File: src/design/mvts_pkg.sv
package mvts_pkg;

  localparam int FRAC_BITS  = 12;
  localparam int INDEX_BITS = 16;
  localparam int ONE        = 1 << FRAC_BITS;

  // register indexes on the configuration port
  localparam logic [2:0] REG_FACTOR = 3'd0;
  localparam logic [2:0] REG_AXIS   = 3'd1;
  localparam logic [2:0] REG_COLOR  = 3'd2;
  localparam logic [2:0] REG_ROW0   = 3'd3;
  localparam logic [2:0] REG_ROW1   = 3'd4;
  localparam logic [2:0] REG_ROW2   = 3'd5;
  localparam logic [2:0] REG_ROW3   = 3'd6;

  typedef struct packed {
    logic [12:0] factor;
    logic [47:0] axis;
    logic [47:0] color;
    logic [63:0] row0;
    logic [63:0] row1;
    logic [63:0] row2;
    logic [63:0] row3;
  } cfg_t;

  // saturate a wide signed value to 32 bits
  function automatic logic signed [31:0] sat32(input logic signed [47:0] v);
    logic signed [31:0] r;
    if (v > 48'sd2147483647) r = 32'sh7fffffff;
    else if (v < -48'sd2147483648) r = 32'sh80000000;
    else r = v[31:0];
    return r;
  endfunction

endpackage

File: src/design/mvts_regs.sv
module mvts_regs
  import mvts_pkg::*;
(
  input  logic        clk,
  input  logic        rst_n,
  input  logic        psel,
  input  logic        penable,
  input  logic        pwrite,
  input  logic [5:0]  paddr,
  input  logic [63:0] pwdata,
  output logic [63:0] prdata,
  output cfg_t        cfg
);

  cfg_t       cfg_r;
  logic [2:0] idx;
  logic       wr;

  assign idx = paddr[5:3];
  assign wr  = psel & penable & pwrite;
  assign cfg = cfg_r;

  // register writes
  always_ff @(posedge clk) begin
    if (!rst_n) begin
      cfg_r <= '0;
    end else if (wr) begin
      unique case (idx)
        REG_FACTOR: cfg_r.factor <= pwdata[12:0];
        REG_AXIS:   cfg_r.axis   <= pwdata[47:0];
        REG_COLOR:  cfg_r.color  <= pwdata[47:0];
        REG_ROW0:   cfg_r.row0   <= pwdata;
        REG_ROW1:   cfg_r.row1   <= pwdata;
        REG_ROW2:   cfg_r.row2   <= pwdata;
        REG_ROW3:   cfg_r.row3   <= pwdata;
        default: ;
      endcase
    end
  end

  // read mux
  always_comb begin
    unique case (idx)
      REG_FACTOR: prdata = {51'd0, cfg_r.factor};
      REG_AXIS:   prdata = {16'd0, cfg_r.axis};
      REG_COLOR:  prdata = {16'd0, cfg_r.color};
      REG_ROW0:   prdata = cfg_r.row0;
      REG_ROW1:   prdata = cfg_r.row1;
      REG_ROW2:   prdata = cfg_r.row2;
      REG_ROW3:   prdata = cfg_r.row3;
      default:    prdata = '0;
    endcase
  end

endmodule

File: config.mk
export PLATFORM = sky130hd
export DESIGN_NAME = mvts_regs
export DESIGN_NICKNAME = d
export VERILOG_FILES = /design/src/design/mvts_pkg.sv /design/src/design/mvts_regs.sv
export SDC_FILE = /design/constraint.sdc
export NUM_CORES = 1
export LEC_CHECK = 0
export BUFFER_PORTS_ARGS = -buffer_cell sky130_fd_sc_hd__clkbuf_2
export CORE_AREA = 2 2 195 197
export DETAILED_ROUTE_END_ITERATION = 6
export DIE_AREA = 0 0 197 199
export GPL_ROUTABILITY_DRIVEN = 0
export GPL_TIMING_DRIVEN = 0
export PLACE_DENSITY = 0.69
export SLEW_MARGIN = 0
export SYNTH_ARGS = -nofsm -noshare
export SYNTH_HDL_FRONTEND = slang
export SYNTH_SLANG_ARGS = --single-unit
export TNS_END_PERCENT = 5
File: constraint.sdc
create_clock -name clk -period 3 [get_ports clk]
set_input_delay 0.45 -clock clk [delete_from_list [all_inputs] [get_ports clk]]
set_output_delay 0.45 -clock clk [all_outputs]
set_load 0.005 [all_outputs]
# Yosys cells after proc, flatten, opt, wreduce, memory -nomap -nowiden
# Index checks and enable logic that the tools add are counted.
# W data, S select, Z words.
totals:
  ff_bits: 365
  latchBits: 0
  ramBits: 0
  mem_bits_ro: 0
  inputBits: 75
  memories: 0
classes:
  n_addsub: 0
  n_mul: 0
  div: 0
  n_lt_le_gt_ge: 0
  n_eq_ne: 6
  shifts: 0
  muxes: 1
  bitwise: 2
  n_reduce_logical: 8
ops:
  columns: ["op", "n"]
  rows:
  - ["$pmux W64 S7", 1]
  - ["$reduce_and A2 Y1", 7]
  - ["$eq A3 B3 Y1 const B", 3]
  - ["$eq A3 B2 Y1 const B", 2]
  - ["$eq A3 B1 Y1 const B", 1]
  - ["$logic_not A3 Y1", 1]
  - ["$and A1 B1 Y1", 2]

# Logic depth before layout (Yosys ltp)
logic_depth:
  word_depth: 3
  depth_mapped: 7
  ltp_nobuf: 3

# Least setup slack after synthesis
# OpenSTA, ideal clock, no wires.
synth_timing:
  path_kind: "input-to-output"
  from: "in paddr[4]"
  to: "out prdata[11]"
  arrival_ns: 1.636
  setup_slack_ns: 0.914
  stages: 5
  n_path_buf: 3
  cell_sequence: "buf_2 buf_2 buf_2 mux4_2 mux2_2"
synth_via:
  elab_chain_cells: 2
synth_rtl:
  columns: ["element", "line", "rtl"]
  rows:
  - ["from (decl)", "mvts_regs.sv:9", "input logic [5:0] paddr,"]
  - ["$eq A3 B3 Y1 (tied with other cells)", "mvts_regs.sv:43", "unique case (idx)"]
  - ["$pmux W64 S7 (*)", "mvts_regs.sv:43", null]
  - ["to (decl)", "mvts_regs.sv:11", "output logic [63:0] prdata,"]
# Mark *: on every way between the ends. The rest lies on a longest branch, timed or not.

# Final worst setup path
layout_timing:
  from: "in paddr[4]"
  to: "out prdata[31]"
# Same word-level chain as after synthesis.

==> key figures <==
Worst setup path
  – Path type of the worst setup path: in -> out
  – Cells along the critical path: buf_2, clkdlybuf4s15_2, nand2b_1, clkbuf_1, o221ai_1, clkbuf_2
  – CP Max Fanout: 10
  – Slowest stage delay, CP: 0.73 ns
  – Arrival @ worst endpoint: 2.63 ns
  – Worst Setup Start Kind: primary input
  – Worst EP required: 2.55 ns
  – Slowest CP cell: clkbuf_1
  – Critical path capture point type: primary output

Timing
  – Final Max Slew Viols: 0
  – Worst-Margin Slew: 1.000 ns
  – Final Hold Fails: 0
  – Count of final setup violators: 5
  – Clk_skew: 0 ns
  – Rel. slew slack: 33.31%
  – Fin crit share: 102.5%
  – F_max: 0.3251 GHz
  – Final min period: 3.076 ns
  – Setup_tns: -0.1149 ns
  – Fin Hold WS: 0.2341 ns
  – PnR worst setup slack: -0.07610 ns
  – RSZ-0062 raised after global routing: yes

Drt
  – DRT iter0 DRCs: 1203
  – Final WL: 69310 um
  – DRC viols: 0
  – Via count: 15140
  – Via/cell ratio: 5.756
  – Drt wl/cell: 26.34 um
  – Pre-antenna DRT Iters: 6
  – Routed Antenna Nets: 0

CTS
  – CTS buffer count: 39
  – Clock Path Buffers: 3
  – Clock root cell: clkbuf_16
  – Clock Sinks: 365
  – CTS tree: done
  – Clk slew on worst S/H paths: 0.06 ns
  – Post-cts hold buffer count: 0
  – Clk Latency, worst-skew pair: 0.54 ns
  – CTS H-tree lvls: 2
  – Setup Buffers After CTS: 0

Final layout
  – Commonest non-fill, non-tap cells in the layout: 505 x clkbuf_2, 442 x nand2_1, 421 x mux2i_1
  – Reg area: 7307 um^2
  – Fillers: 3415
  – # nets final: 2204
  – Commonest non-fill, non-tap cell in the layout: clkbuf_2
  – Multi-input logic area: 7960 um^2
  – Fraction of layout cells with a size suffix above 1: 31.77%
  – Max reg flops: 365
  – Area Overhead vs Synth: 27.82%
  – Finished Layout Cells: 2631

Logic synthesis
  – Ys flop type: dfxtp_1
  – Yosys warnings: 0
  – Adder-Cell Fraction of Synth Area: 0%
  – Synth Area in XOR/XNOR: 0%
  – Simple-gate share of the synthesized area: 11.60%
  – Seq cells post-synth: 365
  – Mux contribution to synthesized area: 31.32%
  – Asr flop ratio synth: 0%
  – Synth cell types: 30
  – Post-synthesis instance total: 1592
  – Number of synthesized flops with an enable pin: 0
  – Mapped Nets: 1667
  – Largest family of logic cells by synthesized area: multiplexers
  – Compound-Gate Fraction of Synth Area: 7.200%
  – Sequential fraction of the synthesis area: 46.06%
  – Synth Cell Area: 15870 um^2
  – Mean Syn Cell Area: 9.966 um^2

Floorplan
  – Boundary Pins: 504
  – Starting Density: 42.73%
  – Core Area: 37130 um^2
  – Die ar.: 39200 um^2
  – Die span in y: 199 um
  – Die Span X: 197 um
  – Row cnt: 71

Power
  – Worst IR Drop VDD: 346.0 uV
  – Power density over the cells: 521.6 nW/um^2
  – Leakage: 8.815 nW

Placement
  – I/O Buffers: 498
  – Dpl cells: 2564
  – Dpl ws: -0.6836 ns
  – DP HPWL: 49270 um

Job
  – Max-Cap Viols: 0

Hold path
  – Hold Path Class: in -> reg

GRT
  – Largest net degree at the start of global routing: 20
  – Initial antenna violation count: 7
  – GRT Residual Overflow: 0
  – Total GRT Usage: 34.10%
  – Global-route wire length before repair: 98340 um
  – Number of global-route vias before repair: 14740

Outcome
  – Outcome: complete, but fails checks
  – Violated checks: setup timing
==> metal layers <==
layer	track usage, %	part of all wire, %	vias up
met5	0	0.020	-
met4	16.07	4.9	2
met3	8.783	9.1	196
met2	55.56	46	861
met1	42.26	40	7437
li1	-	-	6648
==> path summary, 6_finish.rpt <==
path	depth (start not counted)	slack, ns	start	to
setup / recovery	6	-0.08	paddr[4]	prdata[31]
hold reg to reg	2	0.47	cfg[19]$_SDFFE_PN0P_	cfg[19]$_SDFFE_PN0P_
setup reg to reg	2	2.24	cfg[99]$_SDFFE_PN0P_	cfg[99]$_SDFFE_PN0P_
hold / removal	3	0.23	pwdata[57]	cfg[121]$_SDFFE_PN0P_
==> critical path: cells and delay by family <==
family	cells	cell delay, ns
AOI/OAI and AO/OA	1	0.29
buffers and inverters	4	1.66
and+or+nand+nor	1	0.21
==> cells in the mapped netlist, types with 4 or more instances <==
master	count	area [um^2]
nand2_1	442	1659
mux2i_1	421	4214
dfxtp_1	365	7307
clkbuf_1	75	281.5
mux2_2	47	529.3
buf_2	41	205.2
a221oi_1	32	280.3
o2bb2ai_1	25	219.0
a22oi_1	22	165.2
a21oi_1	16	80.08
a22o_1	16	140.1
o21ai_0	11	55.05
o221ai_1	11	96.34
mux4_2	10	225.2
a2bb2oi_1	9	78.83
buf_4	9	67.56
and3b_1	7	61.31
buf_1	7	26.28
nor2b_1	6	37.54
nor2_2	4	25.02
==> power by group <==
part	internal [mW]	switching (mW)	leakage, nW
logic	0.218	0.570	5.25
clock network	2.87	2.01	0.624
registers	4.88	0.0324	2.94
total	7.97	2.61	8.81
==> per-stage QoR <==
stage | area (um^2) | total power [mW] | utilization, %
after floorplan | 15870 | 5.389 | -
after global placement | 18950 | 5.780 | 51.03
after detailed placement | 18950 | 5.788 | 51.03
after CTS | 20270 | 10.56 | 54.58
after global routing | 20280 | 10.80 | 54.61
final | 20280 | 10.58 | 54.61
==> logic make-up after synthesis <==
logic type / count (synthesis)
buffers and inverters: 135
multiplexers: 478
AO/OA/AOI/OAI: 146
AND/OR/NAND/NOR: 468
flip-flops: 365
==> cell type report <==
| cell class | instances | share of cell area, % |
|---|---|---|
| buffer | 132 | 3.153 |
| clock buffer | 61 | 6.022 |
| timing repair buffer | 498 | 12.29 |
| tap | 474 | 2.925 |
| multi-input combinational | 1092 | 39.25 |
| clock inverter | 4 | 0.2530 |
| inverter | 1 | 0.01851 |
| sequential | 365 | 36.03 |
| antenna | 4 | 0.04936 |
==> what timing repair did <==
item                                    CTS  global route
hold endpoints to repair                  0             0
pin swaps                                 0             0
resized for setup                        23            12
gates cloned                              0             0
endpoints found under the setup margin   54            35
(Power assumes the default switching activity.)
