$ cat src/design/mvts_pkg.sv
package mvts_pkg;

  localparam int FRAC_BITS  = 12;
  localparam int INDEX_BITS = 16;
  localparam int ONE        = 1 << FRAC_BITS;

  // register indexes on the configuration port
  localparam logic [2:0] REG_FACTOR = 3'd0;
  localparam logic [2:0] REG_AXIS   = 3'd1;
  localparam logic [2:0] REG_COLOR  = 3'd2;
  localparam logic [2:0] REG_ROW0   = 3'd3;
  localparam logic [2:0] REG_ROW1   = 3'd4;
  localparam logic [2:0] REG_ROW2   = 3'd5;
  localparam logic [2:0] REG_ROW3   = 3'd6;

  typedef struct packed {
    logic [12:0] factor;
    logic [47:0] axis;
    logic [47:0] color;
    logic [63:0] row0;
    logic [63:0] row1;
    logic [63:0] row2;
    logic [63:0] row3;
  } cfg_t;

  // saturate a wide signed value to 32 bits
  function automatic logic signed [31:0] sat32(input logic signed [47:0] v);
    logic signed [31:0] r;
    if (v > 48'sd2147483647) r = 32'sh7fffffff;
    else if (v < -48'sd2147483648) r = 32'sh80000000;
    else r = v[31:0];
    return r;
  endfunction

endpackage

$ cat src/design/mvts_blend.sv
module mvts_blend
  import mvts_pkg::*;
(
  input  logic               clk,
  input  logic               rst_n,
  input  logic               in_vld,
  input  logic signed [15:0] cur [3],
  input  logic signed [15:0] nxt [3],
  input  logic signed [15:0] nrm [3],
  input  logic [15:0]        cur_index,
  input  logic [15:0]        next_index,
  input  logic [12:0]        factor,
  output logic               out_vld,
  output logic signed [16:0] pos [3],
  output logic signed [15:0] nrm_o [3],
  output logic               mis
);

  // stage 1: compare, clamp the factor and difference
  logic               v1_r;
  logic               mis1_r;
  logic signed [15:0] cur1_r [3];
  logic signed [16:0] dif1_r [3];
  logic signed [15:0] nrm1_r [3];
  logic [12:0]        t1_r;
  logic               mis_nxt;

  assign mis_nxt = cur_index[INDEX_BITS-1:0] != next_index[INDEX_BITS-1:0];

  always_ff @(posedge clk) begin
    if (!rst_n) v1_r <= 1'b0;
    else        v1_r <= in_vld;
  end

  always_ff @(posedge clk) begin
    mis1_r <= mis_nxt;
    if (mis_nxt) t1_r <= 13'd0;
    else if (factor > 13'(ONE)) t1_r <= 13'(ONE);
    else t1_r <= factor;
    for (int i = 0; i < 3; i++) begin
      cur1_r[i] <= cur[i];
      dif1_r[i] <= 17'(nxt[i]) - 17'(cur[i]);
      nrm1_r[i] <= nrm[i];
    end
  end

  // stage 2: scale difference and add
  logic               v2_r;
  logic               mis2_r;
  logic signed [16:0] pos2_r [3];
  logic signed [15:0] nrm2_r [3];
  logic signed [30:0] prod [3];

  always_comb begin
    for (int i = 0; i < 3; i++)
      prod[i] = 31'(dif1_r[i]) * $signed({1'b0, t1_r});
  end

  always_ff @(posedge clk) begin
    if (!rst_n) v2_r <= 1'b0;
    else        v2_r <= v1_r;
  end

  always_ff @(posedge clk) begin
    mis2_r <= mis1_r;
    for (int i = 0; i < 3; i++) begin
      pos2_r[i] <= 17'(cur1_r[i]) + 17'(prod[i] >>> FRAC_BITS);
      nrm2_r[i] <= nrm1_r[i];
    end
  end

  assign out_vld = v2_r;
  assign pos     = pos2_r;
  assign nrm_o   = nrm2_r;
  assign mis     = mis2_r;

endmodule

$ cat config.mk
export PLATFORM = sky130hd
export DESIGN_NAME = mvts_blend
export DESIGN_NICKNAME = d
export VERILOG_FILES = /design/src/design/mvts_pkg.sv /design/src/design/mvts_blend.sv
export SDC_FILE = /design/constraint.sdc
export NUM_CORES = 2
export LEC_CHECK = 0
export ABC_AREA = 1
export BUFFER_PORTS_ARGS = -buffer_cell sky130_fd_sc_hd__buf_2
export CAP_MARGIN = 20
export CORE_UTILIZATION = 55
export CTS_CLUSTER_SIZE = 24
export DETAILED_ROUTE_END_ITERATION = 16
export GPL_ROUTABILITY_DRIVEN = 0
export GPL_TIMING_DRIVEN = 1
export MAX_ROUTING_LAYER = met4
export PLACE_DENSITY_LB_ADDON = 0.3
export REMOVE_ABC_BUFFERS = 1
export SYNTH_ARGS = -nofsm -noshare
export SYNTH_HDL_FRONTEND = slang
export SYNTH_SLANG_ARGS = --single-unit
$ cat constraint.sdc
create_clock -name clk -period 7.81 [get_ports clk]
set_clock_uncertainty 0.15 [all_clocks]
set_input_delay 0.781 -clock clk [delete_from_list [all_inputs] [get_ports clk]]
set_output_delay 0.781 -clock clk [all_outputs]
set_load 0.02 [all_outputs]
### After elaboration in Yosys (flattened, before gate mapping)

Memories as Yosys holds them, arrays and structs flattened. A register that Yosys moved wholly into a read port is not among the register bits.
Cells that the tools add are included.

| storage, ports and cells | value |
|---|---|
| logic and storage cells | 25 |
| bits in read-only memories | 0 |
| bits in latches | 0 |
| flip-flop bits (word level) | 68 |
| memory bits (writable) | 147 |
| output and inout bits | 101 |
| memories kept | 3 |
| input port bits | 192 |

Memory list:

| memory | words | bits a word | read ports | clocked after Yosys merged registers in | write ports | line | RTL |
|---|---|---|---|---|---|---|---|
| dif1_r | 3 | 17 | 3 | 0 | 3 | mvts_blend.sv:23 | `logic signed [16:0] dif1_r [3];` |
| cur1_r | 3 | 16 | 3 | 0 | 3 | mvts_blend.sv:22 | `logic signed [15:0] cur1_r [3];` |
| nrm1_r | 3 | 16 | 3 | 3 | 3 | mvts_blend.sv:24 | `logic signed [15:0] nrm1_r [3];` |

| operators by class | value |
|---|---|
| divide/modulo/power cells | 0 |
| $lt $le $gt $ge | 1 |
| reductions and logical operators | 1 |
| muxes and demuxes | 1 |
| shift operators | 0 |
| equal/unequal tests | 1 |
| $add $sub $neg | 6 |
| bitwise logic cells | 0 |
| multipliers | 3 |

Operators with widths:

| operator | count |
|---|---|
| multiplier 17 x 14 -> 29 bit | 3 |
| adder 16 x 17 -> 17 bit | 3 |
| subtractor 16 x 16 -> 17 bit | 3 |
| inequality test 16 bit | 1 |
| greater-than comparator 13 bit (second input constant) | 1 |
| 2-to-1 mux 13 bit | 1 |
| OR reduction 2 bit | 1 |

### Depth between registers and ports, before layout

| depth | value |
|---|---|
| depth after elaboration | 2 |
| gate-level depth with buffers | 42 |
| depth with buffers taken out | 40 |

### Worst setup path after synthesis

OpenSTA, ideal clock, no wires.

| timing path | value |
|---|---|
| path type | register to register |
| start point | register t1_r[2] |
| end point | register pos2_r, in the netlist pos[50] |
| buffers on the path | 2 |
| data arrival time | 6.429 ns |
| required time | 7.548 ns |
| setup slack | 1.119 ns |
| stages on the path, launching flop included | 38 |
| library setup time | 0.112 ns |
| clock period less this slack | 6.691 ns |
| cell sequence | dfxtp_1 clkbuf_1 clkbuf_1 nand2_1 inv_1 fa_1 inv_1 fa_1 inv_1 fa_1 inv_1 fa_1 inv_1 fa_1 inv_1 fa_1 inv_1 ha_1 (+2 left out) nand2_1 a21oi_1 nor2_2 xor2_1 inv_1 ha_1 inv_1 fa_1 inv_1 nand3_1 nand2_1 a31oi_1 o21ai_0 nand3_1 nand2_1 inv_1 nand2_1 nand2_1 |

| on the way | value |
|---|---|
| word-level cells in the longest chain between the ends | 2 |

RTL lines:

| element | line | RTL |
|---|---|---|
| from (decl) | mvts_blend.sv:25 | `logic [12:0] t1_r;` |
| from (signal assigned) | mvts_blend.sv:38 | `else if (factor > 13'(ONE)) t1_r <= 13'(ONE);` |
| from (signal assigned) | mvts_blend.sv:39 | `else t1_r <= factor;` |
| multiplier 17 x 14 -> 29 bit | mvts_blend.sv:56 | `prod[i] = 31'(dif1_r[i]) * $signed({1'b0, t1_r});` |
| adder 16 x 17 -> 17 bit | mvts_blend.sv:67 | `pos2_r[i] <= 17'(cur1_r[i]) + 17'(prod[i] >>> FRAC_BITS);` |
| to (signal, indexed assignment) | mvts_blend.sv:67 |  |
| to (decl) | mvts_blend.sv:50 | `logic signed [16:0] pos2_r [3];` |

No other way between the ends.
A chain may end at the register's enable or synchronous reset.

==> results.tsv <==
metric	value	unit
io_pins	293	
core_area	0.0646	mm2
leakagePower	24.2	nW
drv_slew	0	
antenna_found_initial	1	
slowest_delay	600	ps
synth_common_cells	inv_1, nand2_1, fa_1	
cp-end-kind	register	
maxSlewHeadroom	0.456	
synth_compound_area_frac	0.0526	
finalSetupViolations	0	
dpl_cell_area	0.0386	mm2
wl	85300	um
reg2reg_from	dif1_r[0][50]$_DFF_P_	
setup_ws	440	ps
min_period_over_period	0.944	
min_from	nrm[45]	
cts.reportedPaths.clkPinSlew	70	ps
htree_levels	1	
p_total	3.73	mW
synth_cells	4608	
min_period	7370	ps
hp-class	input port to register	
synthTopCellsByArea	fa_1, dfxtp_1, inv_1	
max_cap_violations	0	
worstHoldPathCells	1	
crit_family	adder cells	
track_usage	0.274	
cp-start-kind	register	
synth_area_per_cell	7.81	um2
fin_cells	5745	
crit_required	8160	ps
numCtsBuffers	30	
syn_to_final_growth	10.2	%
cts_hold_buf	0	
clkSinkCount	263	
fin_area	0.0396	mm2
dieArea	0.0665	mm2
vias	28800	
yosys.cell_count.top_type	inv_1	
whs	136	ps
drc	0	
dr.pass1.iters	6	
synth_area_leader_cell	fa_1	
fmax	136	MHz
dp_hpwl	71100	um
worstHoldEndpoint	nrm1_r[0][13]$_DFF_P_	
synth_area	0.0360	mm2
setup_tns	0	ps
ant_nets	0	
wl_per_cell	14.9	um
grt_pass1_vias	29700	
ys_ff_latch	263	
grt_max_degree	34	
port_buffers	292	
ir_worst_vdd	0.000210	V
synth-simple-area-share	0.163	
postLayoutCoreUtil	0.614	
synthAdderAreaFrac	0.449	
synth_top_family_by_area	adder cells	
grt_pass1_wl	144000	um
rsz0062_at_grt	false	
worstSetupPathType	register to register	
critPathBufInv	8	
dp_cells	5687	
muxShareOfSynthArea	0	
cts_root_buffer	clkbuf_16	
synth_edf_count	0	
ys_types	42	
final_nets	5980	
place_ws	473	ps
cts_max_path_buffers	3	
hold_viol	0	
worst_slew_pin_slew	814	ps
cp.arrival	7720	ps
start_util	0.557	
cp_slowest_cell	fa_1	
crit_fanout	8	
ys_seq_area_frac	0.146	
synth_top_area_frac	0.340	
synthFlopType	dfxtp_1	
clk_latency	590	ps
die_h	258	um
cp_common_cell	nand2_1	
synth-async-reset-ratio	0	
yosysWarnings	0	
drt-initial-drc-count	1842	
synth_xor_area_frac	0.0370	
crit_cells	32	
rr_endpoint	pos[16]$_DFF_P_	
drive_gt1_frac	0.0884	
num_rows	93	
vias_per_cell	5.01	
cts_tree	yes	
rrSetupSlack	440	ps
powerDensity	94.2	mW/mm2
r2r_cells	32	
outcome	complete, no violations	
grt_overflow	0	
fp.dieW	258	um
-- report_power, final --
part	total (mW)	internal, mW	switching [mW]
Clock	1.53	0.904	0.626
Sequential	1.72	1.45	0.267
Combinational	0.483	0.191	0.293
Total	3.73	2.55	1.19
-- layout by cell type, fill, tap and decap left out, types with 5 or more instances in the layout --
cell type and count:
fa_1 612, o21ai_0 70, xor2_1 102, nor4_1 9, clkinv_2 5, a21boi_0 7, o21bai_1 17, nor3_1 19
inv_1 1333, buf_12 6, ha_1 312, nand3_1 115, a21o_1 21, nand3b_1 6, o21a_1 6, o31ai_1 5
buf_2 292, nand2_1 1129, dfxtp_1 250, nand4_1 25, buf_4 53, nor2_1 164, clkbuf_16 31, dfxtp_2 13
a31oi_1 16, xnor2_1 50, inv_6 5, a21oi_1 168, o21ai_1 5
-- logic make-up after synthesis --
family	count (synthesis)
AOI/OAI and AO/OA	332
xor gates and xnor gates	152
buffers and inverters	1460
DFF	263
and+or+nand+nor	1477
adders and majority gates	924
-- worst max-delay path by stage --
stage,endpoint,slack [ps],start
after floorplan,pos[16]$_DFF_P_,680,t1_r[5]$_SDFF_PP0_
after global placement,pos[16]$_DFF_P_,450,dif1_r[0][50]$_DFF_P_
after detailed placement,pos[16]$_DFF_P_,470,dif1_r[0][50]$_DFF_P_
after CTS,pos[16]$_DFF_P_,440,dif1_r[0][50]$_DFF_P_
after global routing,pos[16]$_DFF_P_,1,dif1_r[0][50]$_DFF_P_
final,pos[16]$_DFF_P_,440,dif1_r[0][50]$_DFF_P_
-- what timing repair did --
| action | 4_1_cts | 5_1_grt |
|---|---|---|
| setup buffers | 0 | 0 |
| gates resized for setup | 0 | 1 |
| setup endpoints to repair | 0 | 2 |
-- worst reg2reg max path, delay by kind of cell (launching register included) --
| family | cells | cell delay [ps] |
|---|---|---|
| adders and majority gates | 8 | 3860 |
| DFF | 1 | 490 |
| buffers and inverters | 8 | 700 |
| AOI/OAI and AO/OA | 4 | 800 |
| xor gates and xnor gates | 1 | 190 |
| and+or+nand+nor | 11 | 1070 |
-- state kept, by name, summed over array words and instances, names as in the netlist --
signal   cells
mis          1
pos         51
out_vld      1
dif1_r      51
nrm_o       48
t1_r        13
cur1_r      48
mis1_r       1
nrm1_r      48
v1_r         1
-- area by class of cell --
cell class,count,area (um2)
fillers,5831,24900
repair buffers,351,1980
clock inverters,19,235
flip-flops and latches,263,5280
well taps,855,1070
inverters,1333,5000
diodes,2,5.00
clock buffers,37,838
multi-input cells,2885,25200
-- per-layer routing --
layer,GRT usage,share of wire,vias to the layer above
li1,-,-,13900
met1,0.346,0.42,14000
met2,0.467,0.50,784
met3,0.0259,0.051,162
met4,0.0822,0.028,0
met5,-,0,-
Power figures use the tool's default switching activity.
